==> src/rtl/core/clfm_pkg.sv <==
`timescale 1ns / 1ps
// ----------------------------------------------------------------------------
// clfm_pkg
// Shared constants and types of the clamped line fit core.
// ----------------------------------------------------------------------------
package clfm_pkg;

  localparam int MAX_POINTS = 64;
  localparam int ADDR_W     = $clog2(MAX_POINTS);
  localparam int CNT_W      = $clog2(MAX_POINTS + 1);

  localparam int X_W   = 16;
  localparam int Y_W   = 32;
  localparam int SX_W  = X_W + CNT_W;
  localparam int SY_W  = Y_W + CNT_W;
  localparam int SXX_W = 2 * X_W + CNT_W;
  localparam int SXY_W = X_W + Y_W + CNT_W;

  localparam int OP_W  = 64;
  localparam int NUM_W = 128;

  localparam int SLOPE_W = 63;
  localparam int ICPT_W  = 32;
  localparam int KIND_W  = 2;
  localparam int IDX_W   = 2;
  localparam int CFG_W   = 32;
  localparam int ITER_W  = 16;

  localparam logic [KIND_W-1:0] KIND_FULL   = 2'd0;
  localparam logic [KIND_W-1:0] KIND_SINGLE = 2'd1;
  localparam logic [KIND_W-1:0] KIND_FLAT   = 2'd2;

  localparam logic [IDX_W-1:0] REG_MIN_PROG  = 2'd0;
  localparam logic [IDX_W-1:0] REG_MIN_INSTR = 2'd1;
  localparam logic [IDX_W-1:0] REG_ITER      = 2'd2;

  typedef struct packed {
    logic                  en;
    logic [ADDR_W-1:0]     addr;
    logic [X_W+Y_W-1:0]    data;
  } ram_wr_t;

endpackage

==> src/rtl/core/clfm_mul.sv <==
`timescale 1ns / 1ps
// ----------------------------------------------------------------------------
// clfm_mul
// Shift-add multiplier, one multiplier bit per cycle.
// ----------------------------------------------------------------------------
module clfm_mul
  import clfm_pkg::*;
(
  input  logic             clk,
  input  logic             rst,
  input  logic             start,
  input  logic [OP_W-1:0]  a,
  input  logic [OP_W-1:0]  b,
  output logic             done,
  output logic [NUM_W-1:0] prod
);

  logic [NUM_W-1:0]        mc;
  logic [OP_W-1:0]         mb;
  logic [$clog2(OP_W)-1:0] cnt;
  logic                    run;

  always_ff @(posedge clk) begin
    if (rst) begin
      run  <= 1'b0;
      done <= 1'b0;
    end else begin
      done <= 1'b0;
      if (start) begin
        prod <= '0;
        mc   <= NUM_W'(a);
        mb   <= b;
        cnt  <= '0;
        run  <= 1'b1;
      end else if (run) begin
        if (mb[0]) begin
          prod <= prod + mc;
        end
        mc  <= mc << 1;
        mb  <= mb >> 1;
        cnt <= cnt + 1'b1;
        if (cnt == '1) begin
          run  <= 1'b0;
          done <= 1'b1;
        end
      end
    end
  end

endmodule

==> config.mk <==
export PLATFORM = sky130hd
export DESIGN_NAME = clfm_mul
export DESIGN_NICKNAME = d
export VERILOG_FILES = /design/src/rtl/core/clfm_pkg.sv /design/src/rtl/core/clfm_mul.sv
export SDC_FILE = /design/constraint.sdc
export NUM_CORES = 1
export LEC_CHECK = 0
export BUFFER_PORTS_ARGS = -buffer_cell sky130_fd_sc_hd__buf_4
export CAP_MARGIN = 5
export CORE_AREA = 2 2 236 238
export CTS_CLUSTER_SIZE = 28
export DETAILED_ROUTE_END_ITERATION = 6
export DIE_AREA = 0 0 238 240
export PLACE_DENSITY = 0.69
export REMOVE_ABC_BUFFERS = 1
export SLEW_MARGIN = 20
export SYNTH_ARGS = -nofsm -noshare
export SYNTH_HDL_FRONTEND = slang
export SYNTH_SLANG_ARGS = --single-unit
==> constraint.sdc <==
create_clock -name clk -period 14.1 [get_ports clk]
set_clock_uncertainty 0.15 [all_clocks]
set_input_delay 0.705 -clock clk [delete_from_list [all_inputs] [get_ports clk]]
set_output_delay 0.705 -clock clk [all_outputs]
set_load 0.05 [all_outputs]
# Word-level counts from Yosys, hierarchy flattened
# Index checks and enable logic that the tools add are counted.
[word_totals]
register_bits = 328
input_bits = 131
word_cells = 28
[op_classes]
n_addsub = 2
n_eq_ne = 1
n_mux = 11
bitwise_logic = 2
reduce_logical = 5
[ops]
columns = ["cell", "n"]
rows = [
  ["128-bit 2-to-1 mux", 3],
  ["64-bit 2-to-1 mux", 3],
  ["128-bit adder", 1],
  ["6-bit by 1-bit adder with 6-bit output, second input constant", 1],
  ["6-bit equality test, second input constant", 1],
  ["6-bit 2-to-1 mux", 1],
  ["1-bit 2-to-1 mux", 4],
  ["2-bit nonzero test", 2],
  ["3-bit AND reduction", 1],
  ["3-bit OR reduction", 1],
  ["1-bit NOT", 2],
  ["2-bit AND reduction", 1],
]

# Logic depth before layout (Yosys ltp)
# Gate-level depths: netlist (run 1).
[logic_depth]
word_depth = 4
ltp_mapped = 12

# Least setup slack after synthesis (run 1)
# No wires, ideal clock.
[synth_path]
kind = "input -> register"
from = "in start"
to = "reg cnt[0], enable pin"
t_arrival_ns = 9.583
t_required_ns = 13.190
setup_slack_ns = 3.606
cell_stages = 4
n_path_buf = 2
path_cell_list = "clkbuf_1 -> clkbuf_1 -> nor2_1 -> nor2_1"
[synth_between]
elab_chain_cells = 2
[synth_lines]
columns = ["element", "line_no", "rtl"]
rows = [
  ["start, declared", "clfm_mul.sv:11", "input logic start,"],
  ["2-bit nonzero test (no source line)", "n/a", ""],
  ["2-bit AND reduction (no source line)", "n/a", ""],
  ["end signal, assigned", "clfm_mul.sv:41", "cnt <= cnt + 1'b1;"],
  ["end, declared", "clfm_mul.sv:20", "logic [$clog2(OP_W)-1:0] cnt;"],
]
# Every way passes these cells.
# A chain may end at the register's enable or synchronous reset.

# Final worst setup path (run 1)
[layout_path]
from = "reg prod[0]"
to = "reg prod[110] (data pin)"
[layout_between]
elab_chain_cells = 3
[layout_lines]
columns = ["element", "line_no", "rtl"]
rows = [
  ["start, declared", "clfm_mul.sv:15", "output logic [NUM_W-1:0] prod"],
  ["start signal, assigned", "clfm_mul.sv:37", "prod <= prod + mc;"],
  ["128-bit adder", "clfm_mul.sv:37", ""],
  ["128-bit 2-to-1 mux", "clfm_mul.sv:36", "if (mb[0]) begin"],
  ["128-bit 2-to-1 mux", "clfm_mul.sv:35", "end else if (run) begin"],
]
# Every way passes these cells. The select of a mux whose other input is x is not followed.

==> results of run 1 <==
-- cell usage after synthesis (7+ instances only) --
master,n
o211ai_1,14
or3_1,15
a21boi_0,9
nor2_1,221
o31ai_1,14
a31oi_1,13
o21ai_0,109
a21o_1,69
nor3b_1,7
nand3_1,32
xor2_1,43
clkbuf_1,79
or2_2,7
and3_1,7
nor2b_1,84
o21ai_1,9
mux2_1,8
nor4_1,15
a221oi_1,8
nand2_1,158
nand4_1,68
a211oi_1,8
inv_1,42
o21a_1,33
edfxtp_1,326
mux2_2,129
buf_2,9
ha_1,128
a21oi_1,211
xnor2_1,53
and2_1,12
o21bai_1,34
nor3_1,50
-- worst register-to-register path, cell delays in order (launching register included) --
cell	delay, ns
edfxtp_1	0.40
ha_1	0.27
fa_1	0.43
a211oi_1	0.32
o211ai_1	0.18
a31o_2	0.28
o311a_1	0.39
o21ai_1	0.59
o21ai_1	0.31
a221oi_2	0.51
nand2_1	0.20
a21oi_1	0.17
mux2_2	0.35
-- layer usage --
layer	track usage [%]	vias up	wire, um
met3	4.753	130	4268
li1	-	8401	-
met1	26.75	8516	26370
met2	33.46	589	27750
met4	7.121	0	1919
met5	0	-	0
-- registers in the layout, summed over array words and instances, names as in the netlist --
name	flops
run	1
prod	128
cnt	6
done	1
mb	64
mc	128
-- power by group through the flow --
stage	clock [uW]	sequential, uW	combinational [uW]
after floorplan	0	1360	528
after detailed placement	0	1240	903
final	1030	1220	917
after CTS	1050	1230	908
after global routing	1080	1230	994
after global placement	0	1240	892
-- path summary, 6_finish.rpt --
check | startpoint | endpoint | slack (ns)
max | prod[0] | prod[110] | 9.33
min | rst | done | 0.22
max reg2reg | prod[0] | prod[110] | 9.33
min reg2reg | run | done | 0.36
-- kinds of logic (layout without fill, tap and decap cells) --
| family | count (synthesis) | after routing |
|---|---|---|
| simple gates | 698 | 698 |
| xor+xnor | 96 | 96 |
| compound gates | 595 | 595 |
| fa+ha+maj | 129 | 129 |
| buf+inv | 142 | 380 |
| flops | 328 | 328 |
| mux | 138 | 138 |
-- area by class of cell --
| class | count | share of cell area (%) |
|---|---|---|
| sequential | 328 | 38.78 |
| timing repair buffer | 266 | 8.006 |
| inverter | 43 | 0.6367 |
| clock inverter | 21 | 0.8638 |
| multi-input combinational | 1656 | 44.06 |
| clock buffer | 50 | 4.181 |
| tap | 704 | 3.475 |
-- through the flow --
step	setup WS [ns]	instances
2_1_floorplan	4.095	2027
3_3_place_gp	9.526	2997
3_5_place_dp	9.416	2997
4_1_cts	9.416	3068
5_1_grt	9.162	3068
6_report	9.330	3068
-- cell usage in the layout, fill, tap and decap left out, types with 6 or more instances in the layout --
| master | synthesis | routed |
|---|---|---|
| buf_4 | 4 | 263 |
| a21boi_0 | 9 | 9 |
| nor2_1 | 221 | 219 |
| nor4_1 | 15 | 15 |
| o211ai_1 | 14 | 14 |
| o21a_1 | 33 | 33 |
| mux2_2 | 129 | 129 |
| a31oi_1 | 13 | 13 |
| or3_1 | 15 | 15 |
| o21ai_0 | 109 | 109 |
| and3_1 | 7 | 7 |
| a221oi_1 | 8 | 8 |
| o21ai_1 | 9 | 9 |
| ha_1 | 128 | 128 |
| edfxtp_1 | 326 | 326 |
| mux2_1 | 8 | 8 |
| a221o_1 | 6 | 6 |
| inv_1 | 42 | 42 |
| clkinv_2 | 0 | 8 |
| xnor2_1 | 53 | 53 |
| nor2b_1 | 84 | 84 |
| a21o_1 | 69 | 69 |
| o31ai_1 | 14 | 14 |
| xor2_1 | 43 | 43 |
| clkbuf_1 | 79 | 9 |
| nand2_1 | 158 | 158 |
| nand3_1 | 32 | 32 |
| or2_2 | 7 | 7 |
| o21bai_1 | 34 | 34 |
| nor3b_1 | 7 | 7 |
| nor3_1 | 50 | 50 |
| a21oi_1 | 211 | 211 |
| and2_1 | 12 | 12 |
| clkbuf_16 | 0 | 41 |
| a211oi_1 | 8 | 8 |
| nand4_1 | 68 | 68 |
==> impl_metrics.env, run 1 <==
export IMPL_slew_violations=0
export IMPL_grt_max_degree=143
export IMPL_cpLargestDelayFamily="compound AO/OA/AOI/OAI gates"
export IMPL_internal_power_uw=2114
export IMPL_cpPeakStageDelay_ns=0.58
export IMPL_dp_hpwl_um=45390
export IMPL_startpoint_type="register"
export IMPL_hold_viol=0
export IMPL_area_growth_pct=17.59
export IMPL_postSynthCellCount=2126
export IMPL_grt_pass1_vias=17330
export IMPL_multiInputGateArea_sq_um=11170
export IMPL_synth_top_family_by_area="compound AO/OA/AOI/OAI gates"
export IMPL_ys_types=81
export IMPL_die_y_um=240
export IMPL_clock_sinks=328
export IMPL_dieArea_sq_um=57120
export IMPL_synth_edff_count=326
export IMPL_max_cap_viol_count=0
export IMPL_wl_per_cell_um=19.66
export IMPL_slowest_stage="o21ai_1"
export IMPL_r2r_cells=12
export IMPL_synth_compound_area_share_pct=17.51
export IMPL_status="finished, final reports clean"
export IMPL_drt_total_wl_um=60310
export IMPL_tightestPinTransition_ns=0.9659
export IMPL_setup_violations=0
export IMPL_ant_nets=0
export IMPL_diodes=0
export IMPL_worstSkewPairLatency_ns=0.58
export IMPL_cp_max_fo=5
export IMPL_seq_power_share_pct=38.6
export IMPL_p_comb_share_pct=28.9
export IMPL_antenna_found_initial=0
export IMPL_synthSimpleGateAreaFrac_pct=15.61
export IMPL_p_sw_share_pct=33.29
export IMPL_p_leak_uw=0.009754
export IMPL_worst_path_most_repeated_cell="o21ai_1"
export IMPL_drive_above_1_share_pct=20.35
export IMPL_whs_path_depth=2
export IMPL_worstPathArrival_ns=4.94
export IMPL_root_buffer="clkbuf_16"
export IMPL_worstPathRequired_ns=14.26
export IMPL_async_reset_ff_share_pct=0
export IMPL_drc=0
export IMPL_synth_top_area_cell="edfxtp_1"
export IMPL_whs_ns=0.2246
export IMPL_grt_first_pass_wirelength_um=93410
export IMPL_ys_ff_latch=328
export IMPL_num_rows=86
export IMPL_worst_path_buf_inv=0
export IMPL_timing_worst_setup_path_type="register to register"
export IMPL_cts_tree="yes"
export IMPL_htreeDepth=2
export IMPL_period_share_pct=33.83
export IMPL_ys_warnings_count=0
export IMPL_yosysSeqAreaShare_pct=45.59
export IMPL_ios=260
export IMPL_grt_setup_unrepaired="false"
export IMPL_post_cts_buffers=0
export IMPL_maxSlewHeadroom_pct=33.94
export IMPL_yosys_most_used_dff="edfxtp_1"
export IMPL_drt_iter0_drc=1417
export IMPL_gp_congestion=1.005
export IMPL_viasPerCell=5.748
export IMPL_track_usage_pct=20.49
export IMPL_cp_cell_sequence="ha_1 -> fa_1 -> a211oi_1 -> o211ai_1 -> a31o_2 -> o311a_1 -> o21ai_1 -> o21ai_1 -> a221oi_2 -> nand2_1 -> a21oi_1 -> mux2_2"
export IMPL_synthXorXnorAreaFrac_pct=3.900
export IMPL_end_kind="register"
export IMPL_num_vias=17640
export IMPL_min_period_ns=4.770
export IMPL_coreArea_sq_um=54660
export IMPL_grt_overflow=0
export IMPL_cts_buffers=39
export IMPL_firstDrtPassIters=6
export IMPL_p_clk_share_pct=32.4
export IMPL_power_total_uw=3170
export IMPL_p_per_area_nw_per_um2=125.0
export IMPL_finalCoreUtilization_pct=46.37
export IMPL_max_clock_path_buffers=3
export IMPL_fillers=5167
export IMPL_finalSetupTns_ns=0
export IMPL_syn_area_sq_um=21560
export IMPL_place_area_sq_um=24070
export IMPL_avgSynthCellArea_sq_um=10.14
export IMPL_regArea_sq_um=9829
export IMPL_fmax_mhz=209.6
export IMPL_clk_pin_slew_ns=0.06
export IMPL_cts_hold_buf=0
export IMPL_start_util_pct=39.44
export IMPL_die_width_um=238
export IMPL_yosys_mux_area_fraction_pct=7.203
export IMPL_synth_adder_area_share_pct=7.522
export IMPL_synth_top_cell_area_share_pct=45.41
export IMPL_worst_path_stages=12
export IMPL_ir_worst_vdd_mv=0.09294
export IMPL_fin_area_sq_um=25350
export IMPL_fin_nets=2594
export IMPL_numPortBuffers=259
export IMPL_ctsResizeCount=0
export IMPL_synth_area_leaders="edfxtp_1 45%, ha_1 7.4%, mux2_2 6.7%"
export IMPL_switchingPower_uw=1055
export IMPL_hold_class="input port to register"
Note: power is estimated with default switching activity, not from simulation.
==> run 2: changes to the inputs <==
PLACE_DENSITY = 0.71   (was 0.69)
clock period = 3.9 ns   (was 14.1 ns; I/O delays follow)
==> run 2 against run 1 <==
Effect of this change:
- the flow now finishes with violations (DRC)
- clock power increased to 3.8 times the previous value
- worst hold slack improved by 0.014 ns
- sequential power increased to 3.6 times the previous value
==> impl_metrics.env, run 2 (same netlist as run 1, synthesis figures left out) <==
export IMPL_violations="DRC"
export IMPL_firstDrtPassIters=7
export IMPL_dieArea_sq_um=57120
export IMPL_fmax_mhz=261.1
export IMPL_grt_first_pass_wirelength_um=101700
export IMPL_numPortBuffers=259
export IMPL_clock_sinks=328
export IMPL_viasPerCell=5.639
export IMPL_period_share_pct=98.20
export IMPL_slowest_stage="edfxtp_1"
export IMPL_worstPathArrival_ns=4.00
export IMPL_num_vias=18750
export IMPL_hold_viol=0
export IMPL_slew_violations=0
export IMPL_antenna_found_initial=0
export IMPL_min_period_ns=3.830
export IMPL_power_total_uw=12060
export IMPL_r2r_slack_ns=0.07
export IMPL_grt_setup_unrepaired="true"
export IMPL_end_kind="register"
export IMPL_regArea_sq_um=9829
export IMPL_cpLargestDelayFamily="compound AO/OA/AOI/OAI gates"
export IMPL_final_common_cell="buf_4"
export IMPL_ant_nets=0
export IMPL_cpPeakStageDelay_ns=0.46
export IMPL_p_per_area_nw_per_um2=429.6
export IMPL_ir_worst_vdd_mv=0.2749
export IMPL_die_y_um=240
export IMPL_grt_overflow=0
export IMPL_whs_path_depth=3
export IMPL_area_growth_pct=30.25
export IMPL_coreArea_sq_um=54660
export IMPL_grt_max_degree=144
export IMPL_drive_above_1_share_pct=25.17
export IMPL_diodes=0
export IMPL_setup_violations=0
export IMPL_status="finished with violations"
export IMPL_drc=2
export IMPL_worstPathRequired_ns=4.07
export IMPL_max_cap_viol_count=0
export IMPL_gp_congestion=0.9654
export IMPL_max_clock_path_buffers=3
export IMPL_root_buffer="clkbuf_16"
export IMPL_ios=260
export IMPL_timing_rr_end="prod[101]"
export IMPL_clk_pin_slew_ns=0.06
export IMPL_min_delay_start="rst"
export IMPL_worst_path_buf_inv=0
export IMPL_fillers=4873
export IMPL_cts_buffers=39
export IMPL_rr_startpoint="prod[1]"
export IMPL_drt_iter0_drc=1480
export IMPL_multiInputGateArea_sq_um=11520
export IMPL_timing_worst_setup_path_type="register to register"
export IMPL_startpoint_type="register"
export IMPL_num_rows=86
export IMPL_wl_per_cell_um=19.74
export IMPL_cp_cell_sequence="ha_1 -> a211oi_2 -> o211ai_1 -> a21oi_2 -> o41a_1 -> a21oi_4 -> o211ai_1 -> a21oi_2 -> or3_4 -> a21oi_1 -> mux2_1"
export IMPL_reg_top3="mc x128, prod x128, mb x64"
export IMPL_cts_tree="yes"
export IMPL_layout_common_cells="387 x buf_4, 326 x edfxtp_1, 219 x nor2_1, 203 x a21oi_1, 157 x nand2_1"
export IMPL_htreeDepth=2
export IMPL_dp_hpwl_um=48520
export IMPL_hold_class="input port to register"
export IMPL_worstSkewPairLatency_ns=0.58
export IMPL_grt_pass1_vias=18680
export IMPL_fin_nets=2852
export IMPL_r2r_cells=11
export IMPL_p_leak_uw=0.01097
export IMPL_maxSlewHeadroom_pct=43.71
export IMPL_die_width_um=238
export IMPL_finalSetupTns_ns=0
export IMPL_holdPathEnd="done"
export IMPL_drt_total_wl_um=65670
export IMPL_cp_max_fo=4
export IMPL_start_util_pct=39.44
export IMPL_track_usage_pct=22.44
export IMPL_tightestPinTransition_ns=0.8444
==> run 2: layout make-up <==
| cell class | count | area share [%] |
|---|---|---|
| repair buffers | 524 | 15.43 |
| well taps | 704 | 3.137 |
| clock buffers | 46 | 3.569 |
| inverters | 43 | 0.5748 |
| flip-flops and latches | 328 | 35.01 |
| multi-input cells | 1656 | 41.04 |
| clock inverters | 25 | 1.239 |
==> run 2: tightest hold or removal path, stage by stage <==
cell           delay [ns]
dlygate4sd3_1        0.52
buf_4                0.14
nor4b_1              0.05
==> run 2: how the worst max path moves through the flow <==
stage / from / end / slack [ns] / cells after the start
2_1_floorplan: run / cnt[0] / -5.73 / 2
3_3_place_gp: prod[0] / prod[126] / -0.09 / 15
3_5_place_dp: prod[0] / prod[126] / -0.13 / 15
4_1_cts: prod[0] / prod[90] / 0.007 / 13
5_1_grt: prod[1] / prod[109] / -0.04 / 11
6_report: prod[1] / prod[101] / 0.07 / 11
==> run 2: power by group <==
part	total, uW	switching (uW)	internal [uW]
sequential	4440	178	4260
combinational	3740	2260	1490
clock	3880	1560	2330
==> run 2: metrics by stage <==
stage                     setup WS [ns]  instances  hold WS (ns)  cell area [sq um]  util, %
final                           0.07029       3326        0.2383              28080    51.37
after global routing           -0.03531       3326        0.2528              28080    51.37
after CTS                      0.006576       3320        0.2177              27780    50.81
after detailed placement        -0.1312       3119        0.2779              25020    45.78
after global placement         -0.09253       3119        0.2780              25020    45.78
after floorplan                  -5.726       2027        0.1217              21150        -
==> run 2: repair_timing <==
item | 4_1_cts | 5_1_grt
setup endpoints to repair | 23 | 37
buffers inserted | 0 | 6
pin swaps | 4 | 15
hold buffers | 130 | 0
gates resized for setup | 16 | 54
endpoints found under the hold margin | 169 | 0
==> run 2: metal layers <==
layer,vias to the layer above,global-route usage (%),routed length [um]
met5,-,0,0
met4,0,7.538,2061
met3,135,4.673,4379
met2,603,36.99,30810
met1,9071,29.42,28420
li1,8945,-,-
