### src/rtl/core/clfm_pkg.sv
`timescale 1ns / 1ps
// ----------------------------------------------------------------------------
// clfm_pkg
// Shared constants and types of the clamped line fit core.
// ----------------------------------------------------------------------------
package clfm_pkg;

  localparam int MAX_POINTS = 64;
  localparam int ADDR_W     = $clog2(MAX_POINTS);
  localparam int CNT_W      = $clog2(MAX_POINTS + 1);

  localparam int X_W   = 16;
  localparam int Y_W   = 32;
  localparam int SX_W  = X_W + CNT_W;
  localparam int SY_W  = Y_W + CNT_W;
  localparam int SXX_W = 2 * X_W + CNT_W;
  localparam int SXY_W = X_W + Y_W + CNT_W;

  localparam int OP_W  = 64;
  localparam int NUM_W = 128;

  localparam int SLOPE_W = 63;
  localparam int ICPT_W  = 32;
  localparam int KIND_W  = 2;
  localparam int IDX_W   = 2;
  localparam int CFG_W   = 32;
  localparam int ITER_W  = 16;

  localparam logic [KIND_W-1:0] KIND_FULL   = 2'd0;
  localparam logic [KIND_W-1:0] KIND_SINGLE = 2'd1;
  localparam logic [KIND_W-1:0] KIND_FLAT   = 2'd2;

  localparam logic [IDX_W-1:0] REG_MIN_PROG  = 2'd0;
  localparam logic [IDX_W-1:0] REG_MIN_INSTR = 2'd1;
  localparam logic [IDX_W-1:0] REG_ITER      = 2'd2;

  typedef struct packed {
    logic                  en;
    logic [ADDR_W-1:0]     addr;
    logic [X_W+Y_W-1:0]    data;
  } ram_wr_t;

endpackage

### src/rtl/core/clfm_div.sv
`timescale 1ns / 1ps
// ----------------------------------------------------------------------------
// clfm_div
// Restoring divider, one quotient bit per cycle, truncating.
// ----------------------------------------------------------------------------
module clfm_div
  import clfm_pkg::*;
(
  input  logic             clk,
  input  logic             rst,
  input  logic             start,
  input  logic [NUM_W-1:0] num,
  input  logic [OP_W-1:0]  den,
  output logic             done,
  output logic [NUM_W-1:0] quo
);

  logic [NUM_W-1:0]         nsh;
  logic [OP_W-1:0]          dr;
  logic [OP_W-1:0]          rem;
  logic [$clog2(NUM_W)-1:0] cnt;
  logic                     run;
  logic [OP_W:0]            trial;
  logic                     ge;

  assign trial = {rem, nsh[NUM_W-1]};
  assign ge    = trial >= {1'b0, dr};

  always_ff @(posedge clk) begin
    if (rst) begin
      run  <= 1'b0;
      done <= 1'b0;
    end else begin
      done <= 1'b0;
      if (start) begin
        nsh <= num;
        dr  <= den;
        rem <= '0;
        quo <= '0;
        cnt <= '0;
        run <= 1'b1;
      end else if (run) begin
        rem <= ge ? OP_W'(trial - {1'b0, dr}) : trial[OP_W-1:0];
        quo <= {quo[NUM_W-2:0], ge};
        nsh <= nsh << 1;
        cnt <= cnt + 1'b1;
        if (cnt == '1) begin
          run  <= 1'b0;
          done <= 1'b1;
        end
      end
    end
  end

endmodule
### config.mk
export PLATFORM = sky130hd
export DESIGN_NAME = clfm_div
export DESIGN_NICKNAME = d
export VERILOG_FILES = /design/src/rtl/core/clfm_pkg.sv /design/src/rtl/core/clfm_div.sv
export SDC_FILE = /design/constraint.sdc
export NUM_CORES = 1
export LEC_CHECK = 0
export BUFFER_PORTS_ARGS = -buffer_cell sky130_fd_sc_hd__buf_2
export CORE_MARGIN = 8
export CORE_UTILIZATION = 45
export DETAILED_ROUTE_END_ITERATION = 16
export GPL_TIMING_DRIVEN = 0
export PLACE_DENSITY = 0.66
export SLEW_MARGIN = 20
export SYNTH_ARGS = -nofsm -noshare
export SYNTH_HDL_FRONTEND = slang
export SYNTH_SLANG_ARGS = --single-unit
### constraint.sdc
create_clock -name clk -period 44.4 [get_ports clk]
set_clock_uncertainty 0.1 [all_clocks]
set_input_delay 11.1 -clock clk [delete_from_list [all_inputs] [get_ports clk]]
set_output_delay 11.1 -clock clk [all_outputs]
set_load 0.05 [all_outputs]
; ---- Word level (Yosys, flattened, before mapping)
; Cells that the tools add are included.
[op_classes]
addsub = 2
magnitude_cmp = 1
n_eq_ne = 1
n_mux = 10
bitwise = 2
reduce_logical = 4
[op_table]
columns = cell, n
row1 = 128-bit two-way mux, 3
row2 = 64-bit two-way mux, 2
row3 = 65-bit by 64-bit >= comparator with 1-bit output, 1
row4 = 64-bit subtractor, 1
row5 = "7-bit by 1-bit adder with 7-bit output, second input constant", 1
row6 = "7-bit == test, second input constant", 1
row7 = 7-bit two-way mux, 1
row8 = 1-bit two-way mux, 4
row9 = 2-bit AND reduction, 2
row10 = 3-bit OR reduction, 1
row11 = 1-bit NOT, 2
row12 = 2-bit nonzero test, 1
[word_totals]
register_bits = 393
inputBits = 195
out_inout_bits = 129
word_cells = 27

; ---- Logic depth before layout (Yosys ltp)
; Gate-level depths: netlist of the first run.
[logic_depth]
ltp_word = 4
mapped_depth = 15
depth_no_buf = 13

; ---- Worst setup path after synthesis of the first run
; No wires, ideal clock.
[synth_timing]
path_kind = input port to flip-flop
from = input start
to = register cnt[0] (enable)
setup_ns = 1.023
t_arrival_ns = 25.215
required_ns = 43.277
slack_ns = 18.063
stages = 4
path_buffers = 2
cell_sequence = clkbuf_1 > clkbuf_1 > nor2_1 > nor2_1
[synth_between]
elab_chain_len = 2
[synth_lines]
columns = element, line_no
row1 = start: declaration, clfm_div.sv:11  ; input logic start,
row2 = 2-bit nonzero test (no source line), -
row3 = 2-bit AND reduction (no source line), -
row4 = end signal: assignment, clfm_div.sv:46  ; cnt <= cnt + 1'b1;
row5 = end: declaration, clfm_div.sv:21  ; logic [$clog2(NUM_W)-1:0] cnt;
; Every way passes these cells.
; A chain may end at the register's enable or synchronous reset.

; ---- Worst setup path in the final report of the first run
[layout_timing]
from = input start
to = register nsh[46] (enable)
[layout_between]
elab_chain_len = 2
[layout_lines]
columns = element, line_no
row1 = 2-bit nonzero test (no source line), -
row2 = 2-bit AND reduction (no source line), -
row3 = end signal: assignment, clfm_div.sv:36  ; nsh <= num;
row4 = end signal: assignment, clfm_div.sv:45  ; nsh <= nsh << 1;
row5 = end: declaration, clfm_div.sv:18  ; logic [NUM_W-1:0] nsh;
; Every way passes these cells.

==> out/metrics.yaml, run 1 <==
cts:
  cts_buffers: 43
  cts_tree: "built"
  clk_latency_ns: 0.58
  hold_buffers: 0
  cts_sinks: 393
  cts.path.max_buffers: 3
  htreeDepth: 2
  cts_root_buf: "clkbuf_16"
  post-cts-setup-buffers: 0
  path_clk_slew_ns: 0.06
  ctsResizeCount: 0
global_routing:
  grt_overflow: 0
  grt_use_met1_pct: 24.5
  gr-max-usage-layer: "met2"
  gr-usage-met3_pct: 7.76
  use_met2_pct: 33.1
  grt_max_degree: 30
  grt_pass1_wl_mm: 79.7
  grt_antenna_before_repair: 30
  grt_pass1_vias: 14144
  grt_use_total_pct: 20.2
cells_and_area:
  final_util_pct: 55.2
  area_growth_syn_to_layout_pct: 21.5
  multiInputGateArea_um2: 7070
  fill_cells: 3657
  layout.cells.non_filler: 2582
  nNetsFinal: 2208
  regArea_um2: 11800
  drive_gt1_share_pct: 28.4
floorplan:
  io_pins: 324
  die_area_um2: 50200
  die_w_um: 224
  start_util_pct: 45.4
  fp-row-count: 76
  die_y_um: 224
  core_um2: 42900
placed_design:
  dpl.hpwl_mm: 39.0
  io_buffer_count: 322
  placed_cells: 2487
  gp_congestion: 0.930
yosys:
  syn_nets: 1825
  yosysTopAreaCell: "edfxtp_1"
  synth_top_area_share_pct: 60.2
  yosysWarnings: 0
  synth_area_leaders: "edfxtp_1, mux2_2, nor2b_1"
  synth_edf_count: 391
  ys.flop_type: "edfxtp_1"
  syn_area_per_cell_um2: 12.5
  syn_inst: 1564
  ys_async_sr_fraction_pct: 0
  netlist_area_um2: 19500
  seq_area_frac_synth_pct: 60.4
  ys_seq_elements: 393
  synth_cell_types: 76
hold_path:
  hold_path.startpoint: "run$_SDFF_PP0_"
  min_path_cells: 1
  hp-class: "flip-flop to flip-flop"
timing:
  fin_crit_sh_pct: 30.8
  final-max-slew-violation-count: 0
  rsz0062_at_grt: "no"
  worst_pin_slew_ns: 1.03
  relSlewSlack_pct: 31.1
  fin_crit_ns: 13.68
  hold_viol: 0
  max_freq_ghz: 0.0731
  setup_viol: 0
  tns_ns: 0
status:
  outcome: "finished, final reports clean"
worst_setup_path:
  crit_fanout: 29
  arrival_ns: 13.85
  crit_start: "start"
  r2r_cells: 11
  cp-start-kind: "input port"
  path_class: "input port to flip-flop"
  end_kind: "flip-flop"
  required_ns: 44.57
  reg2reg_from: "rem[57]$_SDFFCE_PP0P_"
route:
  via_count: 13813
  ant_nets: 0
  dr.first_iter.drc_count: 967
  drc: 0
  first_pass_iters: 6
  viasPerCell: 5.35
  wl_per_cell_um: 20.0
  totalWireLength_mm: 51.6
power_and_ir_drop:
  leakagePower_nw: 9.30
  vdd_drop_max_mv: 0.0388
  power_w: 0.00102
  power_density_nw_per_um2: 43.0
job:
  maxCapViolations: 0
==> per-stage QoR <==
stage | hold WS, ns | setup WS (ns) | area, um^2
2_1_floorplan | 0.360 | 18.06 | 19500
3_3_place_gp | 0.368 | 11.98 | 21800
3_5_place_dp | 0.380 | 30.05 | 22200
4_1_cts | 0.388 | 30.67 | 23600
5_1_grt | 0.411 | 30.52 | 23700
6_report | 0.387 | 30.72 | 23700
==> sequential cells by signal (all words and copies together) (netlist names) <==
name,cells
nsh,128
run,1
dr,64
cnt,7
quo,128
done,1
rem,64
==> cell usage after synthesis (all sizes together) (29+ instances only) <==
cell type	instances
a21oi	127
nor2b	131
clkbuf	64
nand2	86
xnor2	29
a21o	33
xor2	29
mux2	127
ha	65
edfxtp	391
inv	83
nand3	62
nor2	62
o21ai	84
==> power by group <==
part	total (W)	leakage, nW	internal, W	switching [W]
registers	0.000453	3.79	0.000442	0.0000107
logic	0.000201	4.83	0.0000746	0.000126
clock network	0.000365	0.686	0.000214	0.000151
total	0.00102	9.30	0.000731	0.000288
==> cell type report <==
type	count	area share [%]
Sequential cell	393	49.8
Timing Repair Buffer	338	8.33
Tap cell	585	3.09
Inverter	83	1.32
Buffer	80	1.45
Multi-Input combinational cell	1008	29.9
Clock inverter	30	1.40
Antenna cell	15	0.159
Clock buffer	50	4.65
==> worst paths after layout <==
kind / end / slack (ns)
min: done$_SDFF_PP0_ / 0.39
max reg2reg: rem[55]$_SDFFCE_PP0P_ / 40.42
min reg2reg: done$_SDFF_PP0_ / 0.39
max: nsh[46]$_DFFE_PP_ / 30.72
==> routing by layer <==
metal	up-vias	wire [um]
met3	112	4590
met1	6673	20900
li1	6562	-
met2	436	24700
met4	30	1230
met5	-	186
==> logic make-up (layout without fill, tap and decap cells) <==
logic type | count (synthesis) | after routing | share of synthesized area (%)
simple gates | 420 | 420 | 11.1
flops | 393 | 393 | 60.4
compound gates | 335 | 335 | 10.8
buf+inv | 163 | 581 | 3.36
mux | 129 | 129 | 7.44
fa+ha+maj | 66 | 66 | 4.28
xor+xnor | 58 | 58 | 2.61
other cells | 0 | 15 | 0
==> cells in the final DEF (no fill, tap or decap), types with 29 or more instances in the layout <==
cell	Yosys	layout
nand2_1	85	85
mux2_2	127	127
edfxtp_1	391	391
ha_1	65	65
nand3_1	62	62
xor2_1	29	29
clkbuf_16	0	43
nor2_1	62	60
inv_1	83	83
a21oi_1	125	125
nor2b_1	131	131
clkbuf_1	60	67
buf_2	9	331
xnor2_1	29	29
a21o_1	33	33
o21ai_0	79	79
==> worst max-delay path: stages <==
cell	delay, ns
clkbuf_1	0.29
clkbuf_1	0.60
nor2_1	0.18
nor2_4	0.41
buf_16	0.21
buf_8	0.18
buf_12	0.21
buf_12	0.22
buf_16	0.20
buf_12	0.21
(Power assumes the default switching activity.)
==> inputs of run 2 (changes only) <==
PLACE_DENSITY = 0.69   (was 0.66)
clock period = 11.8 ns   (was 44.4 ns; I/O delays follow)
==> out/metrics.yaml, run 2 (synthesized netlist as in run 1, its figures left out) <==
floorplan:
  die_y_um: 224  # unchanged
  die_area_um2: 50200  # unchanged
  fp-row-count: 76  # unchanged
  die_w_um: 224  # unchanged
  start_util_pct: 45.4  # unchanged
  io_pins: 324  # unchanged
  core_um2: 42900  # unchanged
worst_setup_path:
  r2r_slack_ns: 7.78  # -32.64 ns
  cp-start-kind: "input port"
  required_ns: 11.99  # -32.58 ns
  crit_fanout: 27  # -6.9%
  arrival_ns: 5.58  # -8.27 ns
  path_class: "input port to flip-flop"
  end_kind: "flip-flop"
cells_and_area:
  reg_top3: "nsh: 128 flops, quo: 128 flops"
  area_growth_syn_to_layout_pct: 22.1
  layout_common_cells: "edfxtp_1, buf_2, nor2b_1"
  nNetsFinal: 2209  # +0.045%
  fill_cells: 3639  # -0.49%
  regArea_um2: 11800  # unchanged
  drive_gt1_share_pct: 29.1  # +0.74 points
  final_util_pct: 55.5  # +0.27 points
  final_common_cell: "edfxtp_1"
  multiInputGateArea_um2: 7070  # unchanged
timing:
  final-max-slew-violation-count: 0  # unchanged
  fin_crit_ns: 5.39
  rsz0062_at_grt: "no"
  setup_viol: 0  # unchanged
  tns_ns: 0  # unchanged
  fin_crit_sh_pct: 45.7
  max_freq_ghz: 0.186
  relSlewSlack_pct: 31.4  # +0.35 points
  worst_pin_slew_ns: 1.03  # -0.00525 ns
  hold_viol: 0  # unchanged
route:
  via_count: 13805  # -0.058%
  first_pass_iters: 7  # +1
  wl_per_cell_um: 19.9  # -0.63%
  ant_nets: 0  # unchanged
  totalWireLength_mm: 51.4  # -0.48%
  drc: 0  # unchanged
  dr.first_iter.drc_count: 1126  # +16%
  viasPerCell: 5.34  # -0.21%
power_and_ir_drop:
  power_density_nw_per_um2: 163  # +280%
  leakagePower_nw: 9.34  # +0.46%
  vdd_drop_max_mv: 0.191  # +390%
status:
  outcome: "finished, final reports clean"
placed_design:
  dpl.hpwl_mm: 38.6  # -0.93%
  io_buffer_count: 322  # unchanged
  gp_congestion: 0.991  # +6.5%
cts:
  cts_tree: "built"
  hold_buffers: 0  # unchanged
  cts_sinks: 393  # unchanged
  clk_latency_ns: 0.59  # about the same
  cts_buffers: 44  # +2.3%
  ctsResizeCount: 0  # unchanged
  cts.path.max_buffers: 3  # unchanged
  post-cts-setup-buffers: 0  # unchanged
  htreeDepth: 2  # unchanged
  cts_root_buf: "clkbuf_16"
  path_clk_slew_ns: 0.06  # about the same
global_routing:
  grt_overflow: 0  # unchanged
  grt_pass1_vias: 14303  # +1.1%
  grt_pass1_wl_mm: 79.9  # +0.24%
  grt_max_degree: 31  # +3.3%
  grt_antenna_before_repair: 26  # -13%
  grt_use_total_pct: 20.1  # -0.039 points
hold_path:
  hp-class: "flip-flop to flip-flop"
job:
  maxCapViolations: 0  # unchanged
==> run 2: changes by cell type in the layout (fill, tap and decap cells not counted), moves of 3 or more <==
cell | previous run | this run
clkbuf_1 | 67 | 62
clkbuf_8 | 0 | 3
clkinv_1 | 13 | 4
clkinv_4 | 0 | 3
clkinvlp_4 | 3 | 8
diode_2 | 15 | 18
==> run 2: routing by layer <==
metal	routed length, um	up-vias	global-route usage [%]
li1	-	6589	-
met1	20600	6637	24.3
met2	24900	450	33.6
met3	4670	103	7.44
met4	1010	26	5.61
met5	159	-	0
==> run 2: through the flow <==
| step | total power, W | instances | hold slack, ns | instance area, um^2 | setup WS (ns) |
|---|---|---|---|---|---|
| 5_1_grt | 0.00405 | 2575 | 0.408 | 23800 | 6.23 |
| 3_3_place_gp | 0.00246 | 2471 | 0.373 | 21800 | 0.373 |
| 3_5_place_dp | 0.00248 | 2487 | 0.379 | 22200 | 5.74 |
| 4_1_cts | 0.00392 | 2568 | 0.387 | 23800 | 6.39 |
| 2_1_floorplan | 0.00227 | 1564 | 0.360 | 19500 | 2.88 |
| 6_report | 0.00389 | 2586 | 0.381 | 23800 | 6.41 |
==> run 2: cell type report <==
type,instances,area share (%)
diodes,18,0.189
multi-input cells,1008,29.7
clock inverters,32,1.57
flip-flops and latches,393,49.5
inverters,83,1.31
well taps,585,3.08
repair buffers,338,8.37
clock buffers,49,4.83
plain buffers,80,1.44
==> run 2: worst paths after layout <==
kind | endpoint | start | depth (start not counted)
worst max register to register | rem[55]$_SDFFCE_PP0P_ | rem[57]$_SDFFCE_PP0P_ | 11
worst max-delay path | nsh[20]$_DFFE_PP_ | start | 10
worst min-delay path | done$_SDFF_PP0_ | run$_SDFF_PP0_ | 1
worst min register to register | done$_SDFF_PP0_ | run$_SDFF_PP0_ | 1
==> run 2: critical path, stage by stage <==
cell      delay (ns)
clkbuf_1        0.33
clkbuf_1        0.54
nor2_1          0.17
nor2_4          0.31
buf_16          0.23
buf_16          0.19
buf_16          0.19
buf_12          0.21
buf_16          0.20
buf_12          0.20
==> run 2: where the power goes <==
part           internal (W)  total (W)  switching, W
clock              0.000825    0.00142      0.000599
combinational      0.000282   0.000758      0.000476
sequential          0.00166    0.00170     0.0000393
total               0.00277    0.00389       0.00111
==> inputs of run 3 (changes only) <==
ABC_AREA = 1   (was not set)
PLACE_DENSITY = 0.68   (was 0.69)
clock period = 4.5 ns   (was 11.8 ns; I/O delays follow)
==> out/metrics.yaml, run 3 <==
cts:
  cts_buffers: 44  # unchanged
  clk_latency_ns: 0.60  # about the same
  path_clk_slew_ns: 0.06  # about the same
  htreeDepth: 2  # unchanged
  post-cts-setup-buffers: 0  # unchanged
  ctsResizeCount: 0  # unchanged
  cts_root_buf: "clkbuf_16"
  cts.path.max_buffers: 3  # unchanged
  cts_sinks: 393  # unchanged
  hold_buffers: 0  # unchanged
  cts_tree: "built"
global_routing:
  grt_antenna_before_repair: 20  # -23%
  grt_max_degree: 27  # -13%
  gr-usage-met3_pct: 6.08  # -1.4 points
  grt_pass1_vias: 18037  # +26%
  grt_use_total_pct: 22.1  # +2.0 points
  grt_overflow: 0  # unchanged
  use_met2_pct: 36.1  # +2.5 points
  grt_pass1_wl_mm: 98.3  # +23%
  grt_use_met1_pct: 28.3  # +4.0 points
  gr-max-usage-layer: "met2"
worst_setup_path:
  arrival_ns: 3.33  # -2.25 ns
  path_class: "flip-flop to flip-flop"
  worst-path-stages: 15  # +5
  critPathSlowestCell: "ha_1"
  r2r_cells: 15  # +4
  required_ns: 4.70  # -7.29 ns
  end_kind: "flip-flop"
  cp-start-kind: "flip-flop"
  crit_fanout: 10  # -63%
  worst-path-buf-inv: 2  # -6
  slowest_delay_ns: 0.45  # -0.09 ns
  cp_cell_sequence: "ha_1 -> nand2_1 -> nor2_1 -> nand2_1 -> nor2_1 -> nand2_1 -> nor2_1 -> nor2_1 -> nand3_2 -> inv_2 -> nand2_2 -> buf_2 -> nand2_1 -> nand2_1 -> nor2_1"
  cp_top_family: "simple AND/OR/NAND/NOR gates"
yosys:
  syn_nets: 3118  # +71%
  netlist_area_um2: 22300  # +14%
  synth_edf_count: 391  # unchanged
  synth_cell_types: 31  # -59%
  yosysWarnings: 0  # unchanged
  synth_common_cells: "nand2_1, inv_1, edfxtp_1"
  ys.flop_type: "edfxtp_1"
  syn_inst: 2857  # +83%
  synth_top_area_share_pct: 52.7  # -7.5 points
  syn_area_per_cell_um2: 7.80  # -37%
  ys_seq_elements: 393  # unchanged
  synth_area_leaders: "edfxtp_1, nand2_1, inv_1"
  yosysTopAreaCell: "edfxtp_1"
  ys_async_sr_fraction_pct: 0  # unchanged
  seq_area_frac_synth_pct: 52.9  # -7.6 points
  yosysMostFrequentCell: "nand2_1"
floorplan:
  core_um2: 49000  # +14%
  die_y_um: 238  # +6.4%
  die_w_um: 238  # +6.4%
  io_pins: 324  # unchanged
  fp-row-count: 81  # +6.6%
  die_area_um2: 56900  # +13%
  start_util_pct: 45.5  # +0.054 points
hold_path:
  min_path_cells: 2  # +1
  hp-class: "flip-flop to flip-flop"
route:
  dr.first_iter.drc_count: 1427  # +27%
  via_count: 18430  # +34%
  ant_nets: 0  # unchanged
  wl_per_cell_um: 16.0  # -19%
  drc: 0  # unchanged
  first_pass_iters: 7  # unchanged
  totalWireLength_mm: 63.2  # +23%
  viasPerCell: 4.66  # -13%
placed_design:
  gp_congestion: 0.963  # -2.9%
  dpl.hpwl_mm: 50.8  # +32%
  io_buffer_count: 322  # unchanged
timing:
  hold_viol: 0  # unchanged
  worst_pin_slew_ns: 0.701  # -0.326 ns
  worst_hold_slack_ns: 0.374  # -0.00687 ns
  setup_viol: 0  # unchanged
  fin_crit_ns: 3.13
  max_freq_ghz: 0.320
  fin_crit_sh_pct: 69.5
  relSlewSlack_pct: 53.2  # +22 points
  final-max-slew-violation-count: 0  # unchanged
  rsz0062_at_grt: "no"
status:
  outcome: "finished, final reports clean"
cells_and_area:
  final_util_pct: 54.8  # -0.74 points
  reg_top3: "nsh: 128 flops, quo: 128 flops"
  nNetsFinal: 3506  # +59%
  final_common_cell: "nand2_1"
  drive_gt1_share_pct: 13.8  # -15 points
  layout_common_cells: "nand2_1, inv_1, edfxtp_1"
  area_growth_syn_to_layout_pct: 20.3
power_and_ir_drop:
  leakagePower_nw: 13.9  # +49%
  power_density_nw_per_um2: 398  # +140%
  vdd_drop_max_mv: 0.388  # +100%
job:
  maxCapViolations: 0  # unchanged
## run 3: cell families (layout without fill, tap and decap cells)
logic type                 count (synthesis)  after routing  synth area share (%)
and+or+nand+nor                         1658           1658                  29.6
adders and majority gates                 66             66                  3.74
xor gates and xnor gates                  31             31                  1.22
DFF                                      393            393                  52.9
buffers and inverters                    651           1073                  11.2
other                                      0             12                     0
AOI/OAI and AO/OA                         58             58                  1.33
## run 3: final timing paths
| check | from | to | slack [ns] |
|---|---|---|---|
| setup / recovery | rem[40]$_SDFFCE_PP0P_ | rem[45]$_SDFFCE_PP0P_ | 1.37 |
| hold / removal | nsh[114]$_DFFE_PP_ | nsh[115]$_DFFE_PP_ | 0.37 |
| setup reg to reg | rem[40]$_SDFFCE_PP0P_ | rem[45]$_SDFFCE_PP0P_ | 1.37 |
| hold reg to reg | nsh[114]$_DFFE_PP_ | nsh[115]$_DFFE_PP_ | 0.37 |
## run 3: power breakdown
part           internal [W]  switching [W]  leakage (nW)  total, W
Clock               0.00210        0.00152         0.711   0.00363
Combinational      0.000797        0.00174          9.37   0.00254
Sequential          0.00439       0.000112          3.81   0.00450
Total               0.00729        0.00338          13.9    0.0107
## run 3: stage by stage
step / instance area, um^2 / std cells / TNS, ns / worst slack [ns] / power (W)
2_1_floorplan: 22300 / 2857 / -998.50 / -2.98 / 0.00634
3_3_place_gp: 24800 / 3843 / -1893.09 / -5.43 / 0.00706
3_5_place_dp: 25300 / 3863 / 0 / 1.10 / 0.00711
4_1_cts: 26800 / 3943 / 0 / 1.36 / 0.0108
5_1_grt: 26800 / 3948 / 0 / 1.13 / 0.0112
6_report: 26800 / 3955 / 0 / 1.37 / 0.0107
## run 3: worst reg2reg max path, delay by kind of cell, from the launching register on
| kind | cells | cell delay [ns] |
|---|---|---|
| buf+inv | 2 | 0.45 |
| simple gates | 12 | 1.48 |
| fa+ha+maj | 1 | 0.46 |
| flops | 1 | 0.41 |
## run 3: area by class of cell
cell class / instances / area (um^2)
buffer: 69 / 355
tap: 664 / 831
antenna: 12 / 30.0
inverter: 582 / 2190
clock buffer: 51 / 1130
sequential: 393 / 11800
clock inverter: 29 / 325
fill: 4702 / 22200
multi-input combinational: 1813 / 8010
timing repair buffer: 342 / 2150
## run 3: routing by layer
layer / vias to the layer above / share of wire (%)
met4: 16 / 3.1
met2: 514 / 46
met3: 111 / 8.1
met1: 8317 / 43
li1: 9472 / -
met5: - / 0.17
